--- src/design/ihfc_pkg.sv ---
// ----------------------------------------------------------------------------
// Incubator heater and fan control package
// Shared constants: widths, register indexes, reset values and limits.
// ----------------------------------------------------------------------------
package ihfc_pkg;

	localparam int TEMP_WIDTH_DEF = 12;
	localparam int TICK_WIDTH_DEF = 16;

	localparam int CFG_INDEX_WIDTH = 3;
	localparam int CFG_DATA_WIDTH  = 16;

	localparam logic [CFG_INDEX_WIDTH-1:0] REG_TARGET    = 3'd0;
	localparam logic [CFG_INDEX_WIDTH-1:0] REG_AMBIENT   = 3'd1;
	localparam logic [CFG_INDEX_WIDTH-1:0] REG_BALANCE   = 3'd2;
	localparam logic [CFG_INDEX_WIDTH-1:0] REG_LOSS      = 3'd3;
	localparam logic [CFG_INDEX_WIDTH-1:0] REG_TOLERANCE = 3'd4;
	localparam logic [CFG_INDEX_WIDTH-1:0] REG_FAN_REST  = 3'd5;
	localparam logic [CFG_INDEX_WIDTH-1:0] REG_FAN_RUN   = 3'd6;

	localparam logic        [10:0] TARGET_RST    = 11'd432;
	localparam logic signed [11:0] AMBIENT_RST   = 12'sd288;
	localparam logic        [9:0]  BALANCE_RST   = 10'd46;
	localparam logic        [10:0] LOSS_RST      = 11'd640;
	localparam logic        [7:0]  TOLERANCE_RST = 8'd8;
	localparam logic        [15:0] FAN_REST_RST  = 16'd10000;
	localparam logic        [15:0] FAN_RUN_RST   = 16'd100;

	localparam int LOW_LIMIT  = 160;
	localparam int HIGH_LIMIT = 640;
	localparam int LOAD_LIMIT = 8;
	localparam longint TICK_RESET = 20000;

endpackage

--- src/design/incubator_heater_fan_control.sv ---
// ----------------------------------------------------------------------------
// Incubator heater and fan control
// Validates inside and water readings, then runs a hysteresis heater
// controller and a timed fan controller.
//
// Usage: one input beat (inside_temp, water_temp) on in_valid/in_ready gives
// exactly one result beat on out_valid/out_ready, in order. A beat is taken
// into an input register, and the validation, setpoint and fan logic run
// between that register and the result register, from which the result is
// offered. One beat is taken every cycle while out_ready is high; the
// multiplier on the loss term in the heater setpoint sets the path.
// A result waiting in the output register does not block the input register,
// so one more beat is taken while out_ready is low; after that in_ready drops
// until the result is taken. Configuration beats on cfg_valid/cfg_ready are
// always taken and must be sent while the block is idle. Reset loads the
// default register values, clears the held readings, turns the heater on,
// the fan off and sets the tick counter to 20000 (or its maximum).
// ----------------------------------------------------------------------------
module incubator_heater_fan_control #(
	parameter int TEMP_WIDTH = ihfc_pkg::TEMP_WIDTH_DEF,
	parameter int TICK_WIDTH = ihfc_pkg::TICK_WIDTH_DEF
) (
	input  logic                                 clk,
	input  logic                                 arst_n,
	input  logic                                 in_valid,
	output logic                                 in_ready,
	input  logic signed [TEMP_WIDTH-1:0]         inside_temp,
	input  logic signed [TEMP_WIDTH-1:0]         water_temp,
	output logic                                 out_valid,
	input  logic                                 out_ready,
	output logic                                 heater_on,
	output logic                                 fan_on,
	output logic signed [TEMP_WIDTH-1:0]         checked_inside,
	output logic signed [TEMP_WIDTH-1:0]         checked_water,
	output logic                                 inside_fault,
	output logic                                 water_fault,
	input  logic                                 cfg_valid,
	output logic                                 cfg_ready,
	input  logic [ihfc_pkg::CFG_INDEX_WIDTH-1:0] cfg_index,
	input  logic [ihfc_pkg::CFG_DATA_WIDTH-1:0]  cfg_data
);

	localparam int EW  = (TEMP_WIDTH > 12 ? TEMP_WIDTH : 12) + 2;
	localparam int PW  = EW + 12;
	localparam int SW  = PW + 2;
	localparam int CTW = (TICK_WIDTH > 16 ? TICK_WIDTH : 16);
	localparam longint TICK_MAX_L = (64'sd1 <<< TICK_WIDTH) - 64'sd1;
	localparam logic [TICK_WIDTH-1:0] TICK_MAX = '1;
	localparam logic [TICK_WIDTH-1:0] TICK_RST =
		(ihfc_pkg::TICK_RESET > TICK_MAX_L) ? TICK_MAX :
		TICK_WIDTH'(ihfc_pkg::TICK_RESET);
	localparam logic signed [EW-1:0] LOW_E  = EW'(ihfc_pkg::LOW_LIMIT);
	localparam logic signed [EW-1:0] HIGH_E = EW'(ihfc_pkg::HIGH_LIMIT);
	localparam logic signed [EW-1:0] LOAD_E = EW'(ihfc_pkg::LOAD_LIMIT);

	logic        [10:0] target_q;
	logic signed [11:0] ambient_q;
	logic        [9:0]  balance_q;
	logic        [10:0] loss_q;
	logic        [7:0]  tol_q;
	logic        [15:0] fan_rest_q;
	logic        [15:0] fan_run_q;
	logic signed [PW-1:0] bal_prod_q;

	logic signed [TEMP_WIDTH-1:0] held_in_q;
	logic signed [TEMP_WIDTH-1:0] held_w_q;
	logic                         heater_q;
	logic                         fan_q;
	logic [TICK_WIDTH-1:0]        tick_q;

	logic                         valid_s1;
	logic signed [TEMP_WIDTH-1:0] inside_s1;
	logic signed [TEMP_WIDTH-1:0] water_s1;

	logic out_free;
	logic advance;

	logic signed [EW-1:0] ins_e;
	logic signed [EW-1:0] wat_e;
	logic signed [EW-1:0] held_in_e;
	logic signed [EW-1:0] held_w_e;
	logic signed [EW-1:0] target_e;
	logic signed [EW-1:0] tol_e;
	logic                 load_both;
	logic                 in_ok;
	logic                 w_ok;
	logic signed [TEMP_WIDTH-1:0] chk_in;
	logic signed [TEMP_WIDTH-1:0] chk_w;
	logic                 in_fault_c;
	logic                 w_fault_c;
	logic signed [EW-1:0] chk_in_e;
	logic signed [EW-1:0] chk_w_e;
	logic signed [EW-1:0] loss_diff;
	logic signed [PW-1:0] loss_prod;
	logic signed [SW-1:0] gain_sum;
	logic signed [SW-1:0] setp;
	logic signed [SW-1:0] water4;
	logic signed [SW-1:0] tol_s;
	logic                 heater_n;
	logic signed [EW+2:0] ins2;
	logic signed [EW+2:0] cool_lim;
	logic                 cool_stop;
	logic                 warm_start;
	logic                 fan_n;
	logic [TICK_WIDTH-1:0] tick_n;

	assign out_free  = !out_valid || out_ready;
	assign advance   = valid_s1 && out_free;
	assign in_ready  = !valid_s1 || out_free;
	assign cfg_ready = 1'b1;

	always_ff @(posedge clk or negedge arst_n) begin
		if (!arst_n) begin
			target_q   <= ihfc_pkg::TARGET_RST;
			ambient_q  <= ihfc_pkg::AMBIENT_RST;
			balance_q  <= ihfc_pkg::BALANCE_RST;
			loss_q     <= ihfc_pkg::LOSS_RST;
			tol_q      <= ihfc_pkg::TOLERANCE_RST;
			fan_rest_q <= ihfc_pkg::FAN_REST_RST;
			fan_run_q  <= ihfc_pkg::FAN_RUN_RST;
		end else if (cfg_valid && cfg_ready) begin
			case (cfg_index)
				ihfc_pkg::REG_TARGET:    target_q   <= cfg_data[10:0];
				ihfc_pkg::REG_AMBIENT:   ambient_q  <= $signed(cfg_data[11:0]);
				ihfc_pkg::REG_BALANCE:   balance_q  <= cfg_data[9:0];
				ihfc_pkg::REG_LOSS:      loss_q     <= cfg_data[10:0];
				ihfc_pkg::REG_TOLERANCE: tol_q      <= cfg_data[7:0];
				ihfc_pkg::REG_FAN_REST:  fan_rest_q <= cfg_data[15:0];
				ihfc_pkg::REG_FAN_RUN:   fan_run_q  <= cfg_data[15:0];
				default: ;
			endcase
		end
	end

	// The balance term depends on configuration only, so it is kept ready.
	always_ff @(posedge clk) begin
		bal_prod_q <= PW'($signed({1'b0, balance_q}))
			* (PW'($signed({1'b0, target_q})) - PW'(ambient_q));
	end

	always_ff @(posedge clk or negedge arst_n) begin
		if (!arst_n) begin
			valid_s1 <= 1'b0;
		end else if (in_ready) begin
			valid_s1 <= in_valid;
		end
	end

	always_ff @(posedge clk) begin
		if (in_valid && in_ready) begin
			inside_s1 <= inside_temp;
			water_s1  <= water_temp;
		end
	end

	always_comb begin
		ins_e     = EW'(inside_s1);
		wat_e     = EW'(water_s1);
		held_in_e = EW'(held_in_q);
		held_w_e  = EW'(held_w_q);
		target_e  = $signed(EW'(target_q));
		tol_e     = $signed(EW'(tol_q));

		load_both  = (held_in_e < LOAD_E) && (held_w_e < LOAD_E);
		in_ok      = (ins_e > LOW_E) && (ins_e < HIGH_E);
		w_ok       = (wat_e > LOW_E) && (wat_e < HIGH_E);
		in_fault_c = !load_both && !in_ok;
		w_fault_c  = !load_both && !w_ok;
		chk_in     = in_fault_c ? held_in_q : inside_s1;
		chk_w      = w_fault_c ? held_w_q : water_s1;
		chk_in_e   = EW'(chk_in);
		chk_w_e    = EW'(chk_w);

		loss_diff = target_e - chk_in_e;
		loss_prod = PW'($signed({1'b0, loss_q})) * PW'(loss_diff);
		gain_sum  = SW'(bal_prod_q) + SW'(loss_prod);
		setp      = (SW'(target_e) <<< 2) + (gain_sum >>> 6);
		water4    = SW'(chk_w_e) <<< 2;
		tol_s     = SW'(tol_e);

		heater_n = heater_q;
		if (water4 + tol_s < setp) begin
			heater_n = 1'b1;
		end
		if (water4 - tol_s > setp) begin
			heater_n = 1'b0;
		end

		ins2       = (EW+3)'(chk_in_e) <<< 1;
		cool_lim   = ((EW+3)'(target_e) <<< 1) - (EW+3)'(tol_e) * (EW+3)'(3);
		cool_stop  = ins2 < cool_lim;
		warm_start = chk_in_e > (target_e - tol_e);

		fan_n  = fan_q;
		tick_n = (tick_q == TICK_MAX) ? tick_q : tick_q + 1'b1;
		if (cool_stop) begin
			if (fan_n) begin
				tick_n = '0;
			end
			fan_n = 1'b0;
		end
		if (warm_start && (CTW'(tick_n) > CTW'(fan_rest_q)) && !fan_n) begin
			fan_n  = 1'b1;
			tick_n = '0;
		end
		if ((CTW'(tick_n) > CTW'(fan_run_q)) && fan_n) begin
			fan_n  = 1'b0;
			tick_n = '0;
		end
	end

	always_ff @(posedge clk or negedge arst_n) begin
		if (!arst_n) begin
			held_in_q <= '0;
			held_w_q  <= '0;
			heater_q  <= 1'b1;
			fan_q     <= 1'b0;
			tick_q    <= TICK_RST;
			out_valid <= 1'b0;
		end else begin
			if (advance) begin
				held_in_q <= chk_in;
				held_w_q  <= chk_w;
				heater_q  <= heater_n;
				fan_q     <= fan_n;
				tick_q    <= tick_n;
			end
			if (out_free) begin
				out_valid <= valid_s1;
			end
		end
	end

	always_ff @(posedge clk) begin
		if (advance) begin
			heater_on      <= heater_n;
			fan_on         <= fan_n;
			checked_inside <= chk_in;
			checked_water  <= chk_w;
			inside_fault   <= in_fault_c;
			water_fault    <= w_fault_c;
		end
	end

	a_state_holds: assert property (@(posedge clk) disable iff (!arst_n)
		!advance |=> $stable(heater_q) && $stable(fan_q) && $stable(tick_q)
			&& $stable(held_in_q) && $stable(held_w_q))
		else $error("controller state changed without an item");

	a_fan_clears_ticks: assert property (@(posedge clk) disable iff (!arst_n)
		($rose(fan_q) || $fell(fan_q)) |-> tick_q == '0)
		else $error("fan switched without clearing the tick counter");

	a_ticks_drop_to_zero: assert property (@(posedge clk) disable iff (!arst_n)
		(tick_q < $past(tick_q)) |-> tick_q == '0)
		else $error("tick counter decreased to a nonzero value");

	a_stall_only_when_full: assert property (@(posedge clk) disable iff (!arst_n)
		!in_ready |-> valid_s1 && out_valid && !out_ready)
		else $error("input stalled while a stage was free");

endmodule

--- config.mk ---
export PLATFORM = sky130hd
export DESIGN_NAME = incubator_heater_fan_control
export DESIGN_NICKNAME = d
export VERILOG_FILES = /design/src/design/ihfc_pkg.sv /design/src/design/incubator_heater_fan_control.sv
export SDC_FILE = /design/constraint.sdc
export NUM_CORES = 1
export LEC_CHECK = 0
export BUFFER_PORTS_ARGS = -buffer_cell sky130_fd_sc_hd__buf_2
export CAP_MARGIN = 0
export CORE_MARGIN = 2
export CORE_UTILIZATION = 27
export CTS_BUF_LIST = sky130_fd_sc_hd__clkbuf_4 sky130_fd_sc_hd__clkbuf_8
export CTS_CLUSTER_DIAMETER = 120
export DETAILED_ROUTE_END_ITERATION = 8
export PLACE_DENSITY = 0.41
export SYNTH_ARGS = -nofsm -noshare
export SYNTH_HDL_FRONTEND = slang
export SYNTH_SLANG_ARGS = --single-unit
--- constraint.sdc ---
create_clock -name clk -period 34 [get_ports clk]
set_clock_uncertainty 0.15 [all_clocks]
set_input_delay 3.4 -clock clk [delete_from_list [all_inputs] [get_ports clk]]
set_output_delay 3.4 -clock clk [all_outputs]
set_load 0.02 [all_outputs]
==> flow_metrics.py <==
metrics = {
    "sta": {
        "tightest_slew_ns": 1.20,
        "worst_slew_margin_rel_pct": 19.4,
        "final_hold_violation_count": 0,
        "summed_negative_setup_slack_over_all_endpoints_ns": 0,
        "setup_violations": 0,
        "rsz_0062_raised_after_global_routing": "no",
        "finalCritPeriodShare_pct": 39.9,
        "final_slew_viol_count": 0,
        "period_minus_slack_ns": 13.58,
        "max_freq_mhz": 73.7,
    },
    "critical_path": {
        "ff2ff_setup_slack_ns": 20.42,
        "critical-path-max-stage-delay_ns": 0.84,
        "worstReg2RegEnd": "heater_on$_DFFE_PP_",
        "crit_required_ns": 34.28,
        "crit_path_max_fanout": 13,
        "start_of_the_worst_register_to_register_path": "held_in_q[5]$_DFFE_PN0P_",
        "crit_path_frequent_cell": "sky130_fd_sc_hd__inv_1",
        "worst_setup_path_endpoint": "heater_on$_DFFE_PP_",
        "ff2ff_path_depth": 53,
        "setup.worst_path.class": "flop to flop",
        "arrival_time_of_data_at_the_critical_path_endpoint_ns": 13.86,
        "critPathLaunch": "held_in_q[5]$_DFFE_PN0P_",
        "critical_path.slowest_cell": "sky130_fd_sc_hd__xnor2_1",
        "cp-end-kind": "flop",
        "startpoint_type": "flop",
    },
    "route": {
        "number_of_drc_markers_in_iteration_0": 862,
        "vias_per_cell": 4.53,
        "route.vias.total": 18403,
        "drt_pre_antenna_iters": 7,
        "route.final.wire_length_mm": 69.6,
        "drt_drc_violations_left": 0,
        "route.detailed.wl_per_inst_um": 17.1,
        "postRouteAntennaNets": 0,
    },
    "global_routing": {
        "combined_global_route_utilization_of_all_metal_layers_pct": 15.1,
        "grt_first_pass_wirelength_mm": 113,
        "grt_max_degree": 77,
        "antenna_found_initial": 4,
        "total_congestion_overflow": 0,
        "grt_pass1_vias": 19815,
    },
    "outcome": {
        "status": "completed",
    },
    "clocking": {
        "cts_resized": 0,
        "worstSkewPairLatency_ns": 0.61,
        "clk_root_buffer_cell": "sky130_fd_sc_hd__clkbuf_8",
        "clkSlewWorstSetupHoldPaths_ns": 0.06,
        "cts-buffers-inserted": 39,
        "clock_tree.buffer_depth": 3,
        "cts_tree": "built",
        "cts_post_setup_buffers_inserted": 0,
        "htree_num_levels": 2,
        "cts.sinks": 204,
        "cts.hold.buffers_added": 0,
    },
    "cells_and_area": {
        "utilization_pct": 30.2,
        "areaGrowthSynthToFinish_pct": 10.7,
        "drive_above_1_share_pct": 10.2,
        "nets": 3374,
    },
    "floorplanning": {
        "placementRows": 111,
        "die_height_um": 309,
        "die_x_um": 309,
        "ios": 79,
        "dieArea_um2": 95300,
        "core_area_um2": 91800,
        "initial_util_pct": 27.3,
    },
    "placed_design": {
        "place_hpwl_mm": 56.7,
        "numPortBuffers": 77,
        "routabilityCongestion": 0.841,
    },
    "min_path": {
        "timing.hold.worst.class": "flop to flop",
        "worst_hold_path.num_cells": 2,
    },
    "logic_synthesis": {
        "netlist_instances": 2720,
        "yosys_register_bits": 204,
        "ys_warn_count": 0,
        "post_synth_main_area_contributors": "sky130_fd_sc_hd__fa_1, sky130_fd_sc_hd__ha_1, sky130_fd_sc_hd__dfrtp_1",
        "ys.flop_type": "sky130_fd_sc_hd__dfrtp_1",
        "ys_seq_area_share_pct": 21.0,
        "synthDominantCellAreaShare_pct": 23.2,
        "syn_nets": 3311,
        "synth_area_per_inst_um2": 9.22,
        "synth_area_um2": 25100,
        "synthDominantAreaCellType": "sky130_fd_sc_hd__fa_1",
        "ys_async_sr_fraction_pct": 62.7,
        "synthDistinctLibCells": 87,
        "synth-edff-count": 52,
    },
    "job": {
        "maxCapViolations": 0,
    },
}
-- worst min-delay path by stage --
stage / start / end
floorplan: held_w_q[0]$_DFFE_PN0P_ / held_w_q[0]$_DFFE_PN0P_
global placement: held_w_q[1]$_DFFE_PN0P_ / held_w_q[1]$_DFFE_PN0P_
detailed placement: held_w_q[2]$_DFFE_PN0P_ / held_w_q[2]$_DFFE_PN0P_
CTS: held_w_q[2]$_DFFE_PN0P_ / held_w_q[2]$_DFFE_PN0P_
global route: heater_q$_DFFE_PN1P_ / heater_q$_DFFE_PN1P_
finish: held_w_q[2]$_DFFE_PN0P_ / held_w_q[2]$_DFFE_PN0P_
-- critical path, delay by kind of cell (launching register included) --
kind                     cells  cell delay, ns
AO/OA/AOI/OAI               19            3.64
XOR/XNOR                     2            1.10
adder cells (fa/ha/maj)     11            4.21
buffers and inverters        6            0.45
flip-flops                   1            0.40
multiplexers                 1            0.34
AND/OR/NAND/NOR             14            3.10
-- area by class of cell --
| type | instances | area (um^2) |
|---|---|---|
| Inverter | 512 | 1920 |
| Multi-Input combinational cell | 1929 | 17600 |
| Clock buffer | 55 | 688 |
| Fill cell | 9731 | 64000 |
| Sequential cell | 204 | 5280 |
| Tap cell | 1243 | 1560 |
| Clock inverter | 17 | 204 |
| Antenna cell | 2 | 5.00 |
| Timing Repair Buffer | 97 | 542 |
-- synthesized netlist by cell type (all sizes together), types with 21 or more instances --
master	number
inv	510
fa	291
nand2	257
ha	252
and2	134
o21ai	117
nor2	112
dfrtp	101
xnor2	94
a21oi	77
mux2	67
clkbuf	59
edfxtp	52
nand3	44
nor2b	44
o21a	42
nor3	36
a21o	33
dfstp	27
nand2b	26
nand4	26
xor2	25
dfxtp	24
o31ai	21
-- layer usage --
layer  up-vias  part of all wire [%]  GRT usage (%)
met5         -                     0              0
met4         0                   2.5           3.74
met3        80                   4.3           2.25
met2       297                    44           23.9
met1      9047                    49           21.5
li1       8979                     -              -
-- flip-flops by register name, summed over array words and instances (netlist names), 8 cells and up --
name and count:
checked_inside 12, bal_prod_q 24, held_in_q 12, held_w_q 12, checked_water 12, loss_q 11
target_q 11, inside_s1 12, tick_q 16, balance_q 10, fan_run_q 16, ambient_q 12
fan_rest_q 16, water_s1 12, tol_q 8
-- cell families after synthesis --
group | after synthesis | share of synthesized area [%]
buf+inv | 587 | 8.97
compound gates | 411 | 10.8
xor+xnor | 119 | 4.19
other cells | 1 | 0.0150
mux | 83 | 3.65
flops | 204 | 21.0
simple gates | 766 | 15.3
fa+ha+maj | 549 | 36.0
-- cell usage in the layout (no fill, tap or decap), types with 26 or more instances in the layout --
master,count
sky130_fd_sc_hd__o21ai_0,112
sky130_fd_sc_hd__and2_1,134
sky130_fd_sc_hd__xnor2_1,94
sky130_fd_sc_hd__inv_1,508
sky130_fd_sc_hd__buf_2,76
sky130_fd_sc_hd__ha_1,252
sky130_fd_sc_hd__nand2b_1,26
sky130_fd_sc_hd__clkbuf_8,44
sky130_fd_sc_hd__nand2_1,256
sky130_fd_sc_hd__dfrtp_1,101
sky130_fd_sc_hd__a21o_1,32
sky130_fd_sc_hd__o21a_1,42
sky130_fd_sc_hd__nor2_1,112
sky130_fd_sc_hd__mux2_2,67
sky130_fd_sc_hd__nand4_1,26
sky130_fd_sc_hd__dfstp_2,27
sky130_fd_sc_hd__a21oi_1,76
sky130_fd_sc_hd__nor2b_1,44
sky130_fd_sc_hd__nand3_1,44
sky130_fd_sc_hd__nor3_1,34
sky130_fd_sc_hd__fa_1,291
sky130_fd_sc_hd__edfxtp_1,52
-- through the flow --
step / worst slack, ns / hold WS [ns] / cell area [um^2] / cells
after global routing: 19.23 / 0.341 / 27800 / 4058
after global placement: 20.73 / 0.303 / 26900 / 3985
after detailed placement: 20.38 / 0.309 / 26900 / 3985
final: 20.42 / 0.321 / 27800 / 4059
after floorplan: 22.22 / 0.290 / 25100 / 2720
after CTS: 20.28 / 0.326 / 27800 / 4057
Power is not shown: default switching activity piles up to over one toggle a cycle in this logic, so the estimate is an artifact.
